==> config.mk <==
export PLATFORM = sky130hd
export DESIGN_NAME = gmuc_slot_file
export DESIGN_NICKNAME = d
export VERILOG_FILES = /design/src/sv/gmuc_pkg.sv /design/src/sv/gmuc_slot_file.sv
export SDC_FILE = /design/constraint.sdc
export NUM_CORES = 2
export LEC_CHECK = 0
export BUFFER_PORTS_ARGS = -buffer_cell sky130_fd_sc_hd__buf_4
export CAP_MARGIN = 20
export CORE_MARGIN = 5
export CORE_UTILIZATION = 57
export DETAILED_ROUTE_END_ITERATION = 7
export GPL_TIMING_DRIVEN = 1
export PLACE_DENSITY_LB_ADDON = 0.12
export SLEW_MARGIN = 30
export SYNTH_ARGS = -nofsm -noshare
export SYNTH_HDL_FRONTEND = slang
export SYNTH_SLANG_ARGS = --single-unit
==> constraint.sdc <==
create_clock -name clk -period 4 [get_ports clk]
set_clock_uncertainty 0.05 [all_clocks]
set_input_delay 0.2 -clock clk [delete_from_list [all_inputs] [get_ports clk]]
set_output_delay 0.2 -clock clk [all_outputs]
set_load 0.03 [all_outputs]
==> src/sv/gmuc_pkg.sv <==
// Shared types and constants for the grouped map update cache.
// No dependencies; imported by every module of the block.
package gmuc_pkg;

  localparam int TABLE_ENTRIES_DEF = 32;
  localparam int GROUP_SLOTS_DEF   = 32;
  localparam int MAX_OUT           = 32;
  localparam logic [31:0] FF32     = 32'hFFFF_FFFF;
  localparam logic [3:0] GROUP_SHIFT_RESET = 4'd5;
  localparam logic [3:0] SHIFT_MAX = 4'd10;

  localparam logic [2:0] OP_ADD    = 3'd0;
  localparam logic [2:0] OP_SEARCH = 3'd1;
  localparam logic [2:0] OP_FLUSH  = 3'd2;
  localparam logic [2:0] OP_MAXDIR = 3'd3;
  localparam logic [2:0] OP_MINAGE = 3'd4;

  typedef struct packed {
    logic [2:0]  opcode;
    logic [31:0] lpn;
    logic [31:0] new_address;
    logic [15:0] dst_block;
    logic [31:0] meta_age;
  } in_req_t;

  typedef struct packed {
    logic        ok;
    logic [31:0] address;
    logic [9:0]  offset;
    logic [5:0]  count;
    logic [31:0] group_base;
    logic [31:0] min_age;
    logic        last;
    logic        inc_valid;
    logic [15:0] inc_block;
    logic        dec_valid;
    logic [15:0] dec_block;
  } out_res_t;

  typedef struct packed {
    logic [31:0] page;
    logic [31:0] addr;
    logic [15:0] blk;
  } entry_t;

  // slot update request: open stamps base/age, close clears, inc bumps count
  typedef struct packed {
    logic        open;
    logic        close;
    logic        inc;
    logic [31:0] base;
    logic [31:0] age;
  } slot_wr_t;

endpackage

==> src/sv/gmuc_slot_file.sv <==
// Group slot registers: base, pending count and first-update age.
// Read at one scan index, updated at one index per cycle. Uses gmuc_pkg.
module gmuc_slot_file #(
  parameter int SLOTS = gmuc_pkg::GROUP_SLOTS_DEF,
  parameter int CW    = 6
) (
  input  logic                     clk,
  input  logic                     rst_n,
  input  logic [$clog2(SLOTS)-1:0] ridx,
  output logic [CW-1:0]            rcount,
  output logic [31:0]              rbase,
  output logic [31:0]              rage,
  input  logic [$clog2(SLOTS)-1:0] widx,
  input  gmuc_pkg::slot_wr_t       wr
);
  import gmuc_pkg::*;

  logic [CW-1:0] count_r [SLOTS];
  logic [31:0]   base_r  [SLOTS];
  logic [31:0]   age_r   [SLOTS];

  always_ff @(posedge clk) begin
    if (!rst_n) begin
      for (int i = 0; i < SLOTS; i++) begin
        count_r[i] <= '0;
        base_r[i]  <= '0;
        age_r[i]   <= '0;
      end
    end else begin
      if (wr.open) begin
        base_r[widx] <= wr.base;
        age_r[widx]  <= wr.age;
      end
      if (wr.close) begin
        base_r[widx]  <= '0;
        count_r[widx] <= '0;
      end
      if (wr.inc) begin
        count_r[widx] <= count_r[widx] + CW'(1);
      end
    end
  end

  assign rcount = count_r[ridx];
  assign rbase  = base_r[ridx];
  assign rage   = age_r[ridx];
endmodule

# After elaboration in Yosys (flattened, before gate mapping)
# Memories as Yosys holds them, arrays and structs flattened.
# Cells that the tools add are included.
[totals]
reg_bits = 0
latch_bits = 0
ramBits = 2240
romBits = 0
input_bits = 79
output_inout_bits = 70
elab_cells = 30
n_memories = 3
[mem_list]
columns = ["name", "depth", "width", "rd", "rd_clocked_by_memory_dff", "write_ports", "line_no", "text"]
rows = [
  ["age_r", 32, 32, 1, 0, 32, "gmuc_slot_file.sv:20", "logic [31:0] age_r [SLOTS];"],
  ["base_r", 32, 32, 1, 0, 32, "gmuc_slot_file.sv:19", "logic [31:0] base_r [SLOTS];"],
  ["count_r", 32, 6, 2, 0, 32, "gmuc_slot_file.sv:18", "logic [CW-1:0] count_r [SLOTS];"],
]
[classes]
addsub = 1
mul = 0
div = 0
order_cmp = 0
n_eq_ne = 0
shift = 0
muxes = 21
n_bitwise = 2
reduce_logical = 3
[ops]
columns = ["operator", "count"]
rows = [
  ["$mux 32", 3],
  ["$reduce_or 32->1", 2],
  ["$mux 5", 3],
  ["$mux 1", 13],
  ["$mux 6", 2],
  ["$add 6x1->6 const B", 1],
  ["$reduce_or 6->1", 1],
  ["$or 1x1->1", 2],
]

# Logic depth before layout (Yosys ltp)
[logic_depth]
depth_word = 6
depth_mapped = 11
ltp_nobuf = 8

# Worst setup path before layout
# OpenSTA, ideal clock, no wires.
[synth_timing]
kind = "input -> register"
startpoint = "input port widx[1]"
endpoint = "memory age_r[11][0] (enable)"
setup_ps = 466
arrival_time_ps = 3790
required_time_ps = 3484
setup_slack_ps = -306
cell_stages = 7
path_buffers = 5
cell_sequence = "buf_4 -> buf_4 -> buf_2 -> clkbuf_1 -> nand4_1 -> clkbuf_1 -> o21ai_0"
[synth_lines]
columns = ["element", "line_no", "text"]
rows = [
  ["start: declaration", "gmuc_slot_file.sv:13", "input logic [$clog2(SLOTS)-1:0] widx,"],
  ["end: declaration", "gmuc_slot_file.sv:20", ""],
]

==> metrics.txt <==
# TYPE chip_impl_metric gauge
chip_impl_metric{name="grt_max_degree",unit=""} 64
chip_impl_metric{name="drive_gt1_share",unit="%"} 26.1
chip_impl_metric{name="gpl.final_weighted_congestion",unit=""} 0.900
chip_impl_metric{name="critPathRequiredTime",unit="ps"} 4560
chip_impl_metric{name="die_area",unit="mm2"} 0.184
chip_impl_metric{name="cts-htree-levels",unit=""} 4
chip_impl_metric{name="remaining_routing_drc_violations",unit=""} 0
chip_impl_metric{name="gr-total-overflow",unit=""} 0
chip_impl_metric{name="post_dp_cell_area",unit="mm2"} 0.105
chip_impl_metric{name="timing_max_transition_violations_final",unit=""} 0
chip_impl_metric{name="synth_nets",unit=""} 6393
chip_impl_info{name="clock_tree.root_cell",value="sky130_fd_sc_hd__clkbuf_16"} 1
chip_impl_metric{name="critical_path_peak_fanout",unit=""} 17
chip_impl_info{name="worst_setup_path_end_kind",value="flop"} 1
chip_impl_metric{name="die-height",unit="um"} 429
chip_impl_metric{name="setup.reg_to_reg.worst_slack",unit="ps"} 1130
chip_impl_info{name="maxUsedRoutingLayer",value="met5"} 1
chip_impl_metric{name="hold_path_stages",unit=""} 3
chip_impl_info{name="worstSetupPathType",value="input port to flop"} 1
chip_impl_metric{name="wirelength",unit="um"} 298000
chip_impl_metric{name="number_of_global_route_vias_before_repair",unit=""} 59300
chip_impl_metric{name="placement.setup.worst_slack",unit="ps"} 575
chip_impl_metric{name="reg2regPathDepth",unit=""} 7
chip_impl_metric{name="postLayoutCellArea",unit="mm2"} 0.113
chip_impl_info{name="hold_path.startpoint",value="wr[46]"} 1
chip_impl_info{name="tritoncts_clock_tree",value="done"} 1
chip_impl_info{name="status",value="complete, no violations"} 1
chip_impl_metric{name="report.final.hold_viol_count",unit=""} 0
chip_impl_metric{name="global_route.usage.total",unit="%"} 32.4
chip_impl_metric{name="post_synth_inst_count",unit=""} 6313
chip_impl_metric{name="detail_route.wirelength.met1",unit="um"} 110000
chip_impl_metric{name="critPathArrivalTime",unit="ps"} 3750
chip_impl_metric{name="cts_max_path_buffers",unit=""} 3
chip_impl_metric{name="detailed_route_vias_per_instance",unit=""} 6.60
chip_impl_metric{name="synthToLayoutAreaGrowth",unit="%"} 13.1
chip_impl_metric{name="drt_first_iter_violations",unit=""} 9666
chip_impl_metric{name="fillers",unit=""} 12100
chip_impl_metric{name="timing.max_slew.rel_slack",unit="%"} 31.9
chip_impl_metric{name="tns",unit="ps"} 0
chip_impl_metric{name="sw_frac_of_total",unit="%"} 23.3
chip_impl_metric{name="drv_cap",unit=""} 0
chip_impl_metric{name="worst_skew_pair.late_latency",unit="ps"} 870
chip_impl_info{name="worst_r2r_startpoint",value="count_r[2][4]"} 1
chip_impl_metric{name="routed-wl-met3",unit="um"} 38300
chip_impl_metric{name="power.leakage",unit="nW"} 38.1
chip_impl_metric{name="cts_inserted_buffers",unit=""} 223
chip_impl_metric{name="setup-violations-final",unit=""} 0
chip_impl_metric{name="detailedPlacementHpwl",unit="um"} 168000
chip_impl_metric{name="net-switching-power",unit="W"} 0.0124
chip_impl_metric{name="num-nets-final",unit=""} 6500
chip_impl_metric{name="detailroute.via_count",unit=""} 59000
chip_impl_metric{name="sequentialPowerShare",unit="%"} 51.7
chip_impl_metric{name="core_region_area",unit="mm2"} 0.174
chip_impl_metric{name="power.ir.vdd_worst",unit="uV"} 420
chip_impl_metric{name="die_w",unit="um"} 429
chip_impl_metric{name="cellPowerDensity",unit="mW/mm2"} 468
chip_impl_metric{name="dr_wl_met2",unit="um"} 137000
chip_impl_metric{name="post_synth_instance_area",unit="mm2"} 0.100
chip_impl_metric{name="io-pin-count",unit=""} 149
chip_impl_metric{name="initial_core_util",unit="%"} 57.4
chip_impl_metric{name="yosysWarnings",unit=""} 0
chip_impl_metric{name="clkSlewWorstSetupHoldPaths",unit="ps"} 60
chip_impl_metric{name="max_slew.worst_pin.slew",unit="ps"} 1020
chip_impl_metric{name="postCtsSetupBuffers",unit=""} 0
chip_impl_metric{name="cell_internal_pwr",unit="W"} 0.0407
chip_impl_metric{name="synth_seq_area_share",unit="%"} 67.2
chip_impl_metric{name="power.combinational.fraction",unit="%"} 9.5
chip_impl_info{name="terminus_of_the_critical_flop_to_flop_path",value="count_r[12][5]"} 1
chip_impl_metric{name="antenna_found_initial",unit=""} 27
chip_impl_metric{name="port-buffer-count",unit=""} 148
chip_impl_metric{name="postSynthAreaPerCell",unit="um2"} 15.9
chip_impl_metric{name="max_clock_freq",unit="GHz"} 0.314
chip_impl_metric{name="fin_ws",unit="ps"} 810
chip_impl_metric{name="fin_total_pwr",unit="W"} 0.0530
chip_impl_metric{name="final.min_clock_period",unit="ps"} 3190
chip_impl_metric{name="library_cells_used_by_synthesis",unit=""} 41
chip_impl_info{name="setup_repair_after_global_routing_missed_its_margin",value="false"} 1
chip_impl_metric{name="placement_rows",unit=""} 153
chip_impl_metric{name="grt_pass1_wl",unit="um"} 427000
chip_impl_metric{name="antenna_violating_nets_post_route",unit=""} 0
chip_impl_info{name="min_to",value="base_r[28][14]"} 1
chip_impl_info{name="min_delay_worst_type",value="input port to flop"} 1
chip_impl_metric{name="cts_num_sinks",unit=""} 2240
chip_impl_metric{name="drt_first_pass_iters",unit=""} 7
chip_impl_metric{name="finalCritPeriodShare",unit="%"} 79.7
chip_impl_metric{name="clock_power_share",unit="%"} 38.8
chip_impl_info{name="startpoint_type",value="input port"} 1
chip_impl_metric{name="post_drt_wl_per_cell",unit="um"} 33.3
chip_impl_metric{name="postSynthRegisterBits",unit=""} 2240
-- how the worst max path moves through the flow --
stage / start / end / depth (start not counted)
after global routing: widx[2] / count_r[19][5] / 11
after detailed placement: widx[2] / count_r[18][5] / 10
after global placement: widx[2] / count_r[22][5] / 10
final: widx[2] / count_r[19][5] / 11
after floorplan: widx[1] / age_r[11][0] / 7
after CTS: count_r[15][0] / rcount[0] / 4
-- cell usage in the layout, fill, tap and decap left out, drive strengths merged, types with 31 or more instances in the layout --
| master | netlist | layout |
|---|---|---|
| dlygate4sd3 | 0 | 66 |
| o21ai | 41 | 41 |
| mux2i | 47 | 47 |
| a21oi | 31 | 31 |
| buf | 91 | 448 |
| clkinv | 1 | 115 |
| and2 | 1025 | 1025 |
| nor2 | 1218 | 1218 |
| nand3 | 36 | 36 |
| mux2 | 70 | 70 |
| clkbuf | 541 | 268 |
| nand2 | 170 | 170 |
| mux4 | 725 | 725 |
| edfxtp | 2240 | 2240 |
-- cell families after synthesis --
logic type                 count (synthesis)  synth area share, %
and+or+nand+nor                         2487                 12.1
DFF                                     2240                 67.2
muxes                                    842                 17.6
buffers and inverters                    633                 2.46
AOI/OAI and AO/OA                        107                0.718
xor gates and xnor gates                   3               0.0262
adders and majority gates                  1               0.0125
-- Yosys cell counts (all sizes together) --
cell type / count / area share [%]
nor4: 5 / 0.031
a211oi: 2 / 0.015
o211ai: 1 / 0.012
and3: 1 / 0.0063
a22oi: 8 / 0.060
o221ai: 1 / 0.0087
ha: 1 / 0.012
or3: 2 / 0.012
nand4: 3 / 0.019
a21oi: 31 / 0.27
clkinv: 1 / 0.0037
nor3b: 7 / 0.067
mux2i: 47 / 0.47
o22ai: 23 / 0.15
and3b: 1 / 0.0087
nand2: 170 / 0.64
or3b: 3 / 0.026
xor2: 3 / 0.026
nor3: 10 / 0.050
nand2b: 1 / 0.0063
edfxtp: 2240 / 67
mux4: 725 / 16
clkbuf: 541 / 2.0
mux2: 70 / 0.79
o21ai: 41 / 0.20
nor2: 1218 / 4.6
nand3b: 3 / 0.022
nor2b: 2 / 0.012
and2: 1025 / 6.4
nand3: 36 / 0.18
buf: 91 / 0.43
-- what timing repair did --
action                                   CTS  global route
hold endpoints to repair                2025             0
gates resized for setup                    0             0
endpoints found under the setup margin     0             0
hold buffers                              66             0
-- worst max-delay path, stage by stage --
cell                            delay, ps
sky130_fd_sc_hd__dlygate4sd3_1        540
sky130_fd_sc_hd__buf_4                190
sky130_fd_sc_hd__or3b_1               580
sky130_fd_sc_hd__buf_4                300
sky130_fd_sc_hd__o22ai_1              200
sky130_fd_sc_hd__nor4_1                90
sky130_fd_sc_hd__mux2i_2              240
sky130_fd_sc_hd__nand3_2              200
sky130_fd_sc_hd__o21ai_4              650
sky130_fd_sc_hd__buf_4                430
sky130_fd_sc_hd__a21oi_2               90
-- flip-flops by register name, summed over array words and instances, names as in the netlist --
register  count
base_r     1024
count_r     192
age_r      1024
-- per-layer routing --
metal	up-vias	GRT usage (%)
met3	675	7.27
met4	4	11.4
met5	-	0.468
met1	30500	47.4
met2	4121	48.9
li1	23700	-
-- per-stage QoR --
step / util, % / std cells / hold WS (ps)
after floorplan: - / 6313 / 348
after global placement: 60.5 / 8452 / 653
after detailed placement: 60.5 / 8452 / 660
after CTS: 64.9 / 8930 / 7.75
after global routing: 65.0 / 8935 / 50.4
final: 65.0 / 8943 / 52.7
-- power groups by stage --
| stage | clock network, W | registers, W | logic, W |
|---|---|---|---|
| 2_1_floorplan | 0 | 0.0277 | 0.00300 |
| 3_3_place_gp | 0 | 0.0278 | 0.00491 |
| 3_5_place_dp | 0 | 0.0279 | 0.00494 |
| 4_1_cts | 0.0207 | 0.0274 | 0.00501 |
| 5_1_grt | 0.0218 | 0.0275 | 0.00522 |
| 6_report | 0.0206 | 0.0274 | 0.00504 |
-- final cells by class --
cell class	instances	area, um2	area share [%]
clock buffer	268	5790	5.11
antenna	11	27.5	0.0243
timing repair buffer	514	4800	4.23
clock inverter	144	1300	1.14
inverter	1	3.75	0.00331
multi-input combinational	3440	31200	27.6
sequential	2240	67300	59.4
tap	2325	2910	2.57
Power figures use the tool's default switching activity.
